### src/design/fpa_pkg.sv
// Shared types, opcodes and helper functions for the fixed-point ALU.
package fpa_pkg;

  typedef enum logic [3:0] {
    OP_ADD     = 4'd0,
    OP_SUB     = 4'd1,
    OP_MUL     = 4'd2,
    OP_DIV     = 4'd3,
    OP_EQ      = 4'd4,
    OP_NE      = 4'd5,
    OP_LT      = 4'd6,
    OP_LE      = 4'd7,
    OP_GT      = 4'd8,
    OP_GE      = 4'd9,
    OP_MIN     = 4'd10,
    OP_MAX     = 4'd11,
    OP_INC     = 4'd12,
    OP_DEC     = 4'd13,
    OP_TOINT   = 4'd14,
    OP_FROMINT = 4'd15
  } op_t;

  typedef enum logic [1:0] {
    ST_OK      = 2'd0,
    ST_SAT     = 2'd1,
    ST_DIVZERO = 2'd2
  } status_t;

  localparam logic signed [31:0] SMAX = 32'sh7FFF_FFFF;
  localparam logic signed [31:0] SMIN = 32'sh8000_0000;

  typedef struct packed {
    op_t                kind;
    logic signed [31:0] operand_a;
    logic signed [31:0] operand_b;
  } req_t;

  typedef struct packed {
    logic signed [31:0] result_value;
    logic               compare_flag;
    status_t            status;
  } rsp_t;

  // Side data that rides along the divider stages
  typedef struct packed {
    op_t                kind;
    rsp_t               early;
    logic signed [63:0] prod;
    logic               dneg;
    logic               dzero;
  } side_t;

  // Saturate a 33-bit signed sum to 32 bits
  function automatic rsp_t clamp33(input logic signed [32:0] v);
    rsp_t r;
    r.compare_flag = 1'b0;
    r.status       = ST_OK;
    r.result_value = v[31:0];
    if (v > 33'sh0_7FFF_FFFF) begin
      r.result_value = SMAX;
      r.status       = ST_SAT;
    end else if (v < 33'sh1_8000_0000) begin
      r.result_value = SMIN;
      r.status       = ST_SAT;
    end
    return r;
  endfunction

  // Saturate a 64-bit signed value to 32 bits
  function automatic rsp_t clamp64(input logic signed [63:0] v);
    rsp_t r;
    r.compare_flag = 1'b0;
    r.status       = ST_OK;
    r.result_value = v[31:0];
    if (v > 64'sh0000_0000_7FFF_FFFF) begin
      r.result_value = SMAX;
      r.status       = ST_SAT;
    end else if (v < $signed(64'hFFFF_FFFF_8000_0000)) begin
      r.result_value = SMIN;
      r.status       = ST_SAT;
    end
    return r;
  endfunction

endpackage

### src/design/fpa_front.sv
// First stage: simple operations, the multiplier and divider operand setup.
module fpa_front #(
  parameter int FRAC_BITS = 8
) (
  input  logic                      clk,
  input  logic                      rst,
  input  logic                      adv,
  input  logic                      in_valid,
  input  fpa_pkg::req_t             in_item,
  output logic                      out_valid,
  output fpa_pkg::side_t            out_side,
  output logic [32+FRAC_BITS-1:0]   out_num,
  output logic [31:0]               out_den
);
  import fpa_pkg::*;

  logic signed [31:0] a, b;
  logic signed [32:0] ax, bx;
  logic signed [63:0] wide;
  logic        [32:0] amag, tmag;
  logic        [31:0] a_abs, b_abs;
  rsp_t               early;
  side_t              side_next;

  assign a  = in_item.operand_a;
  assign b  = in_item.operand_b;
  assign ax = {a[31], a};
  assign bx = {b[31], b};

  // Compute the simple operations combinationally
  always_comb begin
    early.result_value = '0;
    early.compare_flag = 1'b0;
    early.status       = ST_OK;
    wide = 64'(a) <<< FRAC_BITS;
    amag = a[31] ? 33'(33'd0 - ax) : 33'(ax);
    tmag = amag >> FRAC_BITS;
    case (in_item.kind)
      OP_ADD:     early = clamp33(ax + bx);
      OP_SUB:     early = clamp33(ax - bx);
      OP_EQ:      early.compare_flag = (a == b);
      OP_NE:      early.compare_flag = (a != b);
      OP_LT:      early.compare_flag = (a < b);
      OP_LE:      early.compare_flag = (a <= b);
      OP_GT:      early.compare_flag = (a > b);
      OP_GE:      early.compare_flag = (a >= b);
      OP_MIN:     early.result_value = (a <= b) ? a : b;
      OP_MAX:     early.result_value = (a >= b) ? a : b;
      OP_INC:     early = clamp33(ax + 33'sd1);
      OP_DEC:     early = clamp33(ax - 33'sd1);
      OP_TOINT:   early.result_value = a[31] ? 32'(33'd0 - tmag) : tmag[31:0];
      OP_FROMINT: early = clamp64(wide);
      default:    early.result_value = '0;
    endcase
  end

  // Divider operand magnitudes
  assign a_abs = a[31] ? 32'(32'd0 - a) : a;
  assign b_abs = b[31] ? 32'(32'd0 - b) : b;

  always_comb begin
    side_next.kind  = in_item.kind;
    side_next.early = early;
    side_next.prod  = 64'(a) * 64'(b);
    side_next.dneg  = a[31] ^ b[31];
    side_next.dzero = (b == 32'sd0);
  end

  // Register the first stage
  always_ff @(posedge clk) begin
    if (rst) begin
      out_valid <= 1'b0;
    end else if (adv) begin
      out_valid <= in_valid;
    end
  end

  always_ff @(posedge clk) begin
    if (adv) begin
      out_side <= side_next;
      out_num  <= {a_abs, {FRAC_BITS{1'b0}}};
      out_den  <= b_abs;
    end
  end

endmodule

### config.mk
export PLATFORM = sky130hd
export DESIGN_NAME = fpa_front
export DESIGN_NICKNAME = d
export VERILOG_FILES = /design/src/design/fpa_pkg.sv /design/src/design/fpa_front.sv
export SDC_FILE = /design/constraint.sdc
export NUM_CORES = 2
export LEC_CHECK = 0
export ABC_CLOCK_PERIOD_IN_PS = 17000
export BUFFER_PORTS_ARGS = -buffer_cell sky130_fd_sc_hd__buf_4
export CORE_MARGIN = 2
export CORE_UTILIZATION = 60
export DETAILED_ROUTE_END_ITERATION = 7
export GPL_ROUTABILITY_DRIVEN = 0
export PLACE_DENSITY = 0.79
export REMOVE_ABC_BUFFERS = 1
export SLEW_MARGIN = 20
export SYNTH_ARGS = -nofsm -noshare
export SYNTH_HDL_FRONTEND = slang
export SYNTH_SLANG_ARGS = --single-unit
### constraint.sdc
create_clock -name clk -period 17 [get_ports clk]
set_clock_uncertainty 0.05 [all_clocks]
set_input_delay 0.85 -clock clk [delete_from_list [all_inputs] [get_ports clk]]
set_output_delay 0.85 -clock clk [all_outputs]
set_load 0.1 [all_outputs]
==> run metrics <==
hold_buf cts 0; EDFF count, synth 168; vias 40616; Setup TNS Final 0 ps; Num CTS Buffers 17; Least-Margin Pin Slew 1160 ps; Max transition margin 0.221; Post-synth ARST share 0; post-cts sizing count 0; share of cells above drive strength 1 0.0622; Post-Syn Area between 0.04 and 0.05 mm2; ANT nets after route 0; clk slew on worst S/H paths about 90 ps; DIE AREA 0.0854 mm2; Initial DRC Count 4774; status finished, violations left; flops & latches, synth between 150 and 200; period utilization 0.600; drc violations 6; I/O Buffers 240; type of the tightest min-delay check input pin to flip-flop; H-tree level count 4; Post-Layout Cell Count 6475; Setup crit start kind input pin; CTS tree yes; CP bufs+invs 7; setup slack at placement 6560 ps; arrival time at the worst endpoint 10460 ps; grt ovf 0; fin nets 6801; final setup fails 0; Horiz. Die Dim 292 um; Boundary Pins 250; core area 0.0822 mm2; failing checks design-rule violations; GRT met2 Usage 0.583; final hold vios 0; CP max stage delay approximately 1100 ps; yosys warns 0; GR met1 Demand/Resource 0.479; Mean Syn Cell Area 9.13 um2; Worst Path Required 17260 ps; final worst setup slack 6800 ps; critical path class input pin to flip-flop; met3 Use GR 0.112; delay-heaviest family, CP adder cells; Vias/cell 6.27; clk sinks 169; FMAX roughly 98 MHz; largest net degree at the start of global routing 102; RSZ-0062 raised after global routing no; P&R area growth vs syn 5.23%; minimum clock period around 10000 ps; Yosys cell types between 80 and 90; drt first pass iters 8; dpl hpwl 116 mm; Max Cap Viol 0; initial antenna violation count 6; Seq/Total Area, Yosys 0.102; # Post-CTS Setup Buffers 0; worst skew pair latency 530 ps; initial core utilization 0.606; DR WL/cell ~24 um; slowest CP cell clkinv_1; number of global-route vias before repair approximately 43000; Post-Route WL 156 mm; Primary FF master, synth edfxtp_1; first-pass GRT wire length 245 mm; crit path max fanout 37; Cells after Synth 5460; Crit. End Element flip-flop; dpl cells roughly 6400; Crit path top cell by count fa_1; Root Buffer clkbuf_16; busiest grt layer met2; clock buffer depth 2; Final Max Slew Viols 0; gr usage total 0.377; # rows around 110; Post-DP Area ~0.052 mm2; Design Area, Final 0.0525 mm2; DIE HEIGHT 292 um
cells in the mapped netlist, types with 19 or more instances:
library cell / number / area share
or3_1: 29 / 0.0036
nand2b_1: 34 / 0.0043
clkbuf_1: 314 / 0.024
o31ai_1: 19 / 0.0029
nand3_1: 76 / 0.0076
xor2_1: 56 / 0.0098
nor3_1: 40 / 0.0040
nand2_1: 619 / 0.047
a221oi_1: 30 / 0.0053
a21o_1: 51 / 0.0077
edfxtp_1: 168 / 0.10
and2_1: 403 / 0.051
nor4_1: 21 / 0.0026
a21oi_1: 161 / 0.016
xnor2_1: 169 / 0.030
mux2i_1: 20 / 0.0040
nor2_1: 281 / 0.021
nand4_1: 42 / 0.0053
buf_1: 39 / 0.0029
ha_1: 256 / 0.064
nor2b_1: 24 / 0.0030
o22ai_1: 22 / 0.0028
inv_1: 1037 / 0.078
and3_1: 23 / 0.0029
o21ai_0: 136 / 0.014
and4_1: 20 / 0.0035
fa_1: 1084 / 0.44
cell type report:
cell class	count	area (um2)
diodes	3	7.51
clock buffers	17	425
clock inverters	15	190
fillers	6642	29800
inverters	1048	3930
multi-input cells	3887	39500
flip-flops and latches	169	5060
well taps	1070	1340
repair buffers	266	2000
cells in the final DEF, fill, tap and decap left out, types with 13 or more instances in the layout:
| master | n |
|---|---|
| a211oi_1 | 18 |
| a21o_1 | 51 |
| a21oi_1 | 160 |
| a221oi_1 | 30 |
| a222oi_1 | 14 |
| a22oi_1 | 14 |
| a31oi_1 | 14 |
| and2_1 | 403 |
| and3_1 | 23 |
| and4_1 | 20 |
| buf_4 | 265 |
| clkbuf_16 | 17 |
| edfxtp_1 | 168 |
| fa_1 | 1084 |
| ha_1 | 256 |
| inv_1 | 1037 |
| mux2i_1 | 20 |
| nand2_1 | 619 |
| nand2b_1 | 34 |
| nand3_1 | 76 |
| nand4_1 | 42 |
| nor2_1 | 279 |
| nor2b_1 | 24 |
| nor3_1 | 40 |
| nor4_1 | 21 |
| o211ai_1 | 13 |
| o21ai_0 | 136 |
| o21bai_1 | 15 |
| o22ai_1 | 22 |
| o31ai_1 | 19 |
| or3_1 | 29 |
| or4_1 | 15 |
| xnor2_1 | 169 |
| xor2_1 | 56 |
through the flow:
stage                     utilization  hold WS [ps]
final                           0.638           417
after global routing            0.638           416
after CTS                       0.638           391
after detailed placement        0.630           454
after global placement          0.630           433
after floorplan                     -           872
kinds of logic after synthesis:
| kind of cell | Yosys count | share of synthesized area |
|---|---|---|
| buf+inv | 1412 | 0.107 |
| mux | 25 | 0.00514 |
| simple gates | 1667 | 0.164 |
| xor+xnor | 225 | 0.0395 |
| other cells | 1 | 0.0000752 |
| flops | 169 | 0.102 |
| compound gates | 621 | 0.0828 |
| fa+ha+maj | 1340 | 0.499 |
layer usage:
metal,share of wire,vias to the layer above
met3,0.14,723
li1,-,16743
met1,0.35,20128
met2,0.45,3010
met4,0.067,12
met5,0.00053,-
path summary, 6_finish.rpt:
kind / from / endpoint / slack (ps) / cells past startpoint
worst max-delay path: in_item[56] / out_side[64] / 6800 / 28
worst min-delay path: rst / out_valid / 420 / 2
worst max register to register: out_valid / out_valid / 16360 / 2
worst min register to register: out_valid / out_valid / 460 / 2
sequential cells by signal (all words and copies together) (netlist names):
signal and cells:
out_den 32, out_valid 1, out_num 32, out_side 104
Power is not shown: default switching activity piles up to over one toggle a cycle in this logic, so the estimate is an artifact.
