### config.mk
export PLATFORM = sky130hd
export DESIGN_NAME = fpa_back
export DESIGN_NICKNAME = d
export VERILOG_FILES = /design/src/design/fpa_pkg.sv /design/src/design/fpa_back.sv
export SDC_FILE = /design/constraint.sdc
export NUM_CORES = 1
export LEC_CHECK = 0
export ABC_AREA = 1
export BUFFER_PORTS_ARGS = -buffer_cell sky130_fd_sc_hd__buf_2
export CAP_MARGIN = 20
export CORE_MARGIN = 3
export CORE_UTILIZATION = 57
export CTS_CLUSTER_DIAMETER = 200
export CTS_CLUSTER_SIZE = 14
export DETAILED_ROUTE_END_ITERATION = 16
export PLACE_DENSITY = 0.83
export SLEW_MARGIN = 20
export SYNTH_ARGS = -nofsm -noshare
export SYNTH_HDL_FRONTEND = slang
export SYNTH_SLANG_ARGS = --single-unit
### constraint.sdc
create_clock -name clk -period 4.6 [get_ports clk]
set_input_delay 0.46 -clock clk [delete_from_list [all_inputs] [get_ports clk]]
set_output_delay 0.46 -clock clk [all_outputs]
set_load 0.01 [all_outputs]
### src/design/fpa_pkg.sv
// Shared types, opcodes and helper functions for the fixed-point ALU.
package fpa_pkg;

  typedef enum logic [3:0] {
    OP_ADD     = 4'd0,
    OP_SUB     = 4'd1,
    OP_MUL     = 4'd2,
    OP_DIV     = 4'd3,
    OP_EQ      = 4'd4,
    OP_NE      = 4'd5,
    OP_LT      = 4'd6,
    OP_LE      = 4'd7,
    OP_GT      = 4'd8,
    OP_GE      = 4'd9,
    OP_MIN     = 4'd10,
    OP_MAX     = 4'd11,
    OP_INC     = 4'd12,
    OP_DEC     = 4'd13,
    OP_TOINT   = 4'd14,
    OP_FROMINT = 4'd15
  } op_t;

  typedef enum logic [1:0] {
    ST_OK      = 2'd0,
    ST_SAT     = 2'd1,
    ST_DIVZERO = 2'd2
  } status_t;

  localparam logic signed [31:0] SMAX = 32'sh7FFF_FFFF;
  localparam logic signed [31:0] SMIN = 32'sh8000_0000;

  typedef struct packed {
    op_t                kind;
    logic signed [31:0] operand_a;
    logic signed [31:0] operand_b;
  } req_t;

  typedef struct packed {
    logic signed [31:0] result_value;
    logic               compare_flag;
    status_t            status;
  } rsp_t;

  // Side data that rides along the divider stages
  typedef struct packed {
    op_t                kind;
    rsp_t               early;
    logic signed [63:0] prod;
    logic               dneg;
    logic               dzero;
  } side_t;

  // Saturate a 33-bit signed sum to 32 bits
  function automatic rsp_t clamp33(input logic signed [32:0] v);
    rsp_t r;
    r.compare_flag = 1'b0;
    r.status       = ST_OK;
    r.result_value = v[31:0];
    if (v > 33'sh0_7FFF_FFFF) begin
      r.result_value = SMAX;
      r.status       = ST_SAT;
    end else if (v < 33'sh1_8000_0000) begin
      r.result_value = SMIN;
      r.status       = ST_SAT;
    end
    return r;
  endfunction

  // Saturate a 64-bit signed value to 32 bits
  function automatic rsp_t clamp64(input logic signed [63:0] v);
    rsp_t r;
    r.compare_flag = 1'b0;
    r.status       = ST_OK;
    r.result_value = v[31:0];
    if (v > 64'sh0000_0000_7FFF_FFFF) begin
      r.result_value = SMAX;
      r.status       = ST_SAT;
    end else if (v < $signed(64'hFFFF_FFFF_8000_0000)) begin
      r.result_value = SMIN;
      r.status       = ST_SAT;
    end
    return r;
  endfunction

endpackage

### src/design/fpa_back.sv
// Last two stages: rounding of multiply and divide, then saturation and result select.
module fpa_back #(
  parameter int FRAC_BITS = 8
) (
  input  logic                      clk,
  input  logic                      rst,
  input  logic                      adv,
  input  logic                      in_valid,
  input  fpa_pkg::side_t            in_side,
  input  logic [32+FRAC_BITS-1:0]   in_quo,
  input  logic [31:0]               in_rem,
  input  logic [31:0]               in_den,
  output logic                      out_valid,
  output fpa_pkg::rsp_t             out_item
);
  import fpa_pkg::*;

  localparam int QW = 32 + FRAC_BITS;

  logic [63:0] pmag, pround, mag_next;
  logic [QW:0] qround;
  logic        neg_next, up;

  // Round multiply and divide magnitudes half away from zero
  always_comb begin
    pmag   = in_side.prod[63] ? 64'(64'd0 - in_side.prod) : 64'(in_side.prod);
    pround = (pmag + (64'd1 << (FRAC_BITS - 1))) >> FRAC_BITS;
    up     = ({in_rem, 1'b0} >= {1'b0, in_den});
    qround = {1'b0, in_quo} + {{QW{1'b0}}, up};
    if (in_side.kind == OP_MUL) begin
      mag_next = pround;
      neg_next = in_side.prod[63];
    end else begin
      mag_next = {{(63-QW){1'b0}}, qround};
      neg_next = in_side.dneg;
    end
  end

  logic        v1;
  side_t       side1;
  logic [63:0] mag1;
  logic        neg1;
  rsp_t        rsp_next;

  always_ff @(posedge clk) begin
    if (rst) begin
      v1 <= 1'b0;
    end else if (adv) begin
      v1 <= in_valid;
    end
  end

  always_ff @(posedge clk) begin
    if (adv) begin
      side1 <= in_side;
      mag1  <= mag_next;
      neg1  <= neg_next;
    end
  end

  // Saturate the rounded magnitude and pick the item's result
  always_comb begin
    rsp_next = side1.early;
    if ((side1.kind == OP_DIV) && side1.dzero) begin
      rsp_next.result_value = '0;
      rsp_next.compare_flag = 1'b0;
      rsp_next.status       = ST_DIVZERO;
    end else if ((side1.kind == OP_MUL) || (side1.kind == OP_DIV)) begin
      rsp_next.compare_flag = 1'b0;
      rsp_next.status       = ST_OK;
      if (neg1) begin
        if (mag1 > 64'h0000_0000_8000_0000) begin
          rsp_next.result_value = SMIN;
          rsp_next.status       = ST_SAT;
        end else begin
          rsp_next.result_value = 32'(64'd0 - mag1);
        end
      end else begin
        if (mag1 > 64'h0000_0000_7FFF_FFFF) begin
          rsp_next.result_value = SMAX;
          rsp_next.status       = ST_SAT;
        end else begin
          rsp_next.result_value = mag1[31:0];
        end
      end
    end
  end

  always_ff @(posedge clk) begin
    if (rst) begin
      out_valid <= 1'b0;
    end else if (adv) begin
      out_valid <= v1;
    end
  end

  always_ff @(posedge clk) begin
    if (adv) begin
      out_item <= rsp_next;
    end
  end

endmodule

==> results.rst <==
.. list-table::
   :header-rows: 1

   * - Metric
     - Value
   * - Outcome
     - finished, final reports clean
   * - Setup repair after global routing missed its margin
     - no
   * - Clock-pin slew of the registers on the worst-case setup and hold paths
     - 0.06 ns
   * - Xor/xnor share of the synthesized area
     - roughly 5.1%
   * - Total of hold buffers inserted after clock tree synthesis
     - 0
   * - Most common cell after layout, fill and taps aside
     - nand2_1
   * - NumNets Final
     - roughly 2300
   * - Synth cell types
     - 44
   * - Simple-gate share of the synthesized area
     - a little over two fifths
   * - Worst Path Max Fanout
     - 5
   * - Length in cells of the worst reg-to-reg path
     - 8
   * - Standard-cell row count
     - 52
   * - Endpoint type of the worst setup path
     - flip-flop
   * - Number of warnings issued by yosys
     - 0
   * - Die area
     - 23000 um2
   * - Syn Nets
     - just over 2000
   * - Worst Tran Pin Value
     - between 1 and 1.5 ns
   * - Path class of the lowest-slack min-delay path
     - input port to flip-flop
   * - Sw Share
     - 27.3%
   * - Hold Path End
     - out_valid
   * - Total core area
     - 20600 um2
   * - Routed length per instance
     - 15.5 um
   * - Total of cells resized after clock tree synthesis
     - 0
   * - CTS max path bufs
     - 2
   * - Commonest cells after routing, fill and taps aside
     - nand2_1 (555), buf_2 (247), nor2_1 (241)
   * - Main combinational cell family by area after synthesis
     - simple AND/OR/NAND/NOR gates
   * - Number of flops mapped to enable cells by yosys
     - approximately 130
   * - Sequential area share after synthesis
     - 33.1%
   * - Number of buffers created by CTS
     - 17
   * - Highest ir drop seen on vdd
     - 0.207 mV
   * - Cell Pwr Density
     - about 260 nW/um2
   * - Post-synthesis register bit count
     - approximately 130
   * - Setup tns final
     - 0 ns
   * - Fraction of the mapped netlist area in adder cells
     - approximately 3.7%
   * - Hold Path Depth
     - 2
   * - Lkg Pwr
     - 6.41 nW
   * - Setup slack, reg-to-reg
     - 1.53 ns
   * - Global-route wire length before repair
     - 56600 um
   * - Antenna Nets Post-Route
     - 0
   * - Max Clk Rate
     - ~260 MHz
   * - Final Routed Wirelength
     - ~36000 um
   * - Overflow after GRT
     - 0
   * - Post CTS Setup Buffer Count
     - 0
   * - Count of final setup violators
     - 0
   * - Switching Power
     - 1.03 mW
   * - Post-route clock period utilization
     - 84.6%
   * - Worst Clk Skew
     - 0.0103 ns
   * - First-iteration detailed-routing DRC count
     - slightly above 1000
   * - Share of flip-flops with an asynchronous set or reset after synthesis
     - 0%
   * - Count of buffers inserted at the top-level ports
     - roughly 250
   * - Internal cell power
     - 2.74 mW
   * - Share of the synthesized area in compound gates (AO/OA/AOI/OAI)
     - between 8 and 9%
   * - Portion of total power attributed to the clock network
     - between 40 and 50%
   * - Launch point of the worst hold path
     - rst
   * - RR Endpoint
     - out_item[12]
   * - Number of detailed-route iterations in the first pass
     - 6
   * - Final RePlAce weighted congestion
     - 0.983
   * - Syn avg cell area
     - approximately 6.7 um2
   * - Sum of net half-perimeters after detailed placement
     - approximately 29000 um
   * - Min Clock Period, post-route
     - slightly below 4 ns
   * - Gate count after technology mapping
     - approximately 1800
   * - Design area
     - approximately 14000 um2
   * - Placed Area
     - 13600 um2
   * - Worst-Skew Late Latency
     - around 0.42 ns
   * - Library cell used as clock root buffer
     - clkbuf_16
   * - Count of max-cap constraint violations
     - 0
   * - Count of vias placed by the detailed router
     - about 13000
   * - Tightest slew margin relative to the limit
     - about a third
   * - Layout overhead on the synthesized area
     - 17.8%
   * - Depth of the CTS H-tree
     - 4
   * - Effective utilization at floorplan
     - about three fifths
   * - Nature of the critical path startpoint
     - input port
   * - Share of synthesized area spent on multiplexers
     - 0%
   * - Part of the power in combinational logic
     - 19.2%
   * - Req. time, crit path
     - around 4.8 ns
   * - Final hold violation count
     - 0
   * - Post-synth top flop
     - edfxtp_1
   * - Number of antenna violations at the first check in global routing
     - 4
   * - Combined global-route utilization of all metal layers
     - a little under a third
   * - Part of the power in registers
     - between 40 and 50%
   * - Setup CP Type
     - input port to flip-flop
   * - Number of global-route vias before repair
     - approximately 12000
   * - Worst reg2reg path startpoint
     - mag1[55]
   * - Clock tree from TritonCTS
     - yes
   * - Routed vias/inst
     - about 5.5
   * - Number of max-slew violations in the final report
     - 0
   * - Share of layout cells above drive strength 1
     - between 10% and 20%
   * - Pin count of the biggest net entering global routing
     - 58
   * - Total number of clock tree sinks
     - between 100 and 150
   * - Height of the die
     - 152 um
   * - Crit path arrival time
     - between 4 and 5 ns
   * - Die extent in x
     - around 150 um
   * - DRC viols
     - 0
   * - Num ports
     - around 250
   * - Area of the mapped netlist
     - roughly 12000 um2
logic make-up (layout without fill, tap and decap cells):
| group | count (synthesis) | count (layout) |
|---|---|---|
| xor gates and xnor gates | 71 | 71 |
| other | 0 | 5 |
| DFF | 134 | 134 |
| and+or+nand+nor | 1125 | 1125 |
| adders and majority gates | 36 | 36 |
| buffers and inverters | 232 | 485 |
| AOI/OAI and AO/OA | 200 | 200 |
power by group through the flow:
stage                     registers, mW  clock network [mW]  logic, mW
after floorplan                    1.54                   0      0.408
after global placement             1.54                   0      0.689
after detailed placement           1.54                   0      0.709
after CTS                          1.52                1.53      0.716
after global routing               1.53                1.58      0.814
final                              1.52                1.53      0.725
layout make-up:
type | instances | area [um2]
Multi-Input combinational cell | 1432 | 7190
Fill cell | 1816 | 6310
Sequential cell | 134 | 4000
Timing Repair Buffer | 257 | 1310
Inverter | 196 | 736
Clock buffer | 20 | 437
Tap cell | 270 | 338
Clock inverter | 12 | 228
Antenna cell | 5 | 12.5
flip-flops by register name, summed over array words and instances, names as in the netlist:
signal / cells
v1: 1
out_valid: 1
mag1: 56
neg1: 1
out_item: 35
side1: 40
stage by stage:
| stage | std cells | hold slack [ns] | setup WS, ns | total power, mW | util [%] |
|---|---|---|---|---|---|
| 6_report | 2326 | 0.212 | 0.708 | 3.77 | 69.3 |
| 5_1_grt | 2322 | 0.208 | 0.187 | 3.92 | 69.3 |
| 3_5_place_dp | 2289 | 0.455 | 0.335 | 2.25 | 66.0 |
| 2_1_floorplan | 1798 | 0.430 | 1.03 | 1.95 | - |
| 4_1_cts | 2321 | 0.205 | 0.754 | 3.77 | 69.2 |
| 3_3_place_gp | 2289 | 0.436 | 0.428 | 2.23 | 66.0 |
worst max-delay path by stage:
stage                     slack, ns  cells after the start  endpoint        from
after global routing           0.19                     21  mag1[32]  in_rem[30]
after detailed placement       0.33                     21  mag1[36]  in_den[31]
after global placement         0.43                     21  mag1[36]  in_den[31]
after floorplan                1.03                     20  mag1[36]  in_den[31]
final                          0.71                     20  mag1[36]  in_rem[30]
after CTS                      0.75                     21  mag1[36]  in_den[31]
metal layers:
metal	GRT usage [%]	up-vias	routed length (um)
met5	0	-	29
met4	9.43	4	979
met3	3.63	76	2990
met2	54.4	606	17400
met1	39.6	5748	14700
li1	-	6393	-
synth_stat cells (15+ instances only):
master | instances | area [um2]
nand2_1 | 555 | 2080
nor2_1 | 241 | 905
inv_1 | 190 | 713
edfxtp_1 | 132 | 3960
nand3_1 | 122 | 611
a21oi_1 | 94 | 470
o21ai_0 | 79 | 395
xor2_1 | 45 | 394
nand4_1 | 39 | 244
ha_1 | 36 | 450
nor3_1 | 36 | 180
nand2_2 | 33 | 206
nor2_2 | 28 | 175
xnor2_1 | 26 | 228
clkbuf_1 | 20 | 75.1
nand3b_1 | 16 | 120
nor2_4 | 15 | 169
critical path, cell delays in order:
cell      delay [ns]
buf_2           0.11
ha_1            0.27
inv_1           0.04
nor2_1          0.10
inv_1           0.07
nor3_1          0.20
nor4b_1         0.39
nand3_1         0.11
o211ai_1        0.26
ha_1            0.25
nand2_1         0.11
nor2_1          0.29
nand3_1         0.18
nor3_1          0.46
nand4_1         0.28
inv_1           0.14
nand3_1         0.09
xnor2_1         0.14
nand2_1         0.05
nand2_1         0.05
Note: power is estimated with default switching activity, not from simulation.
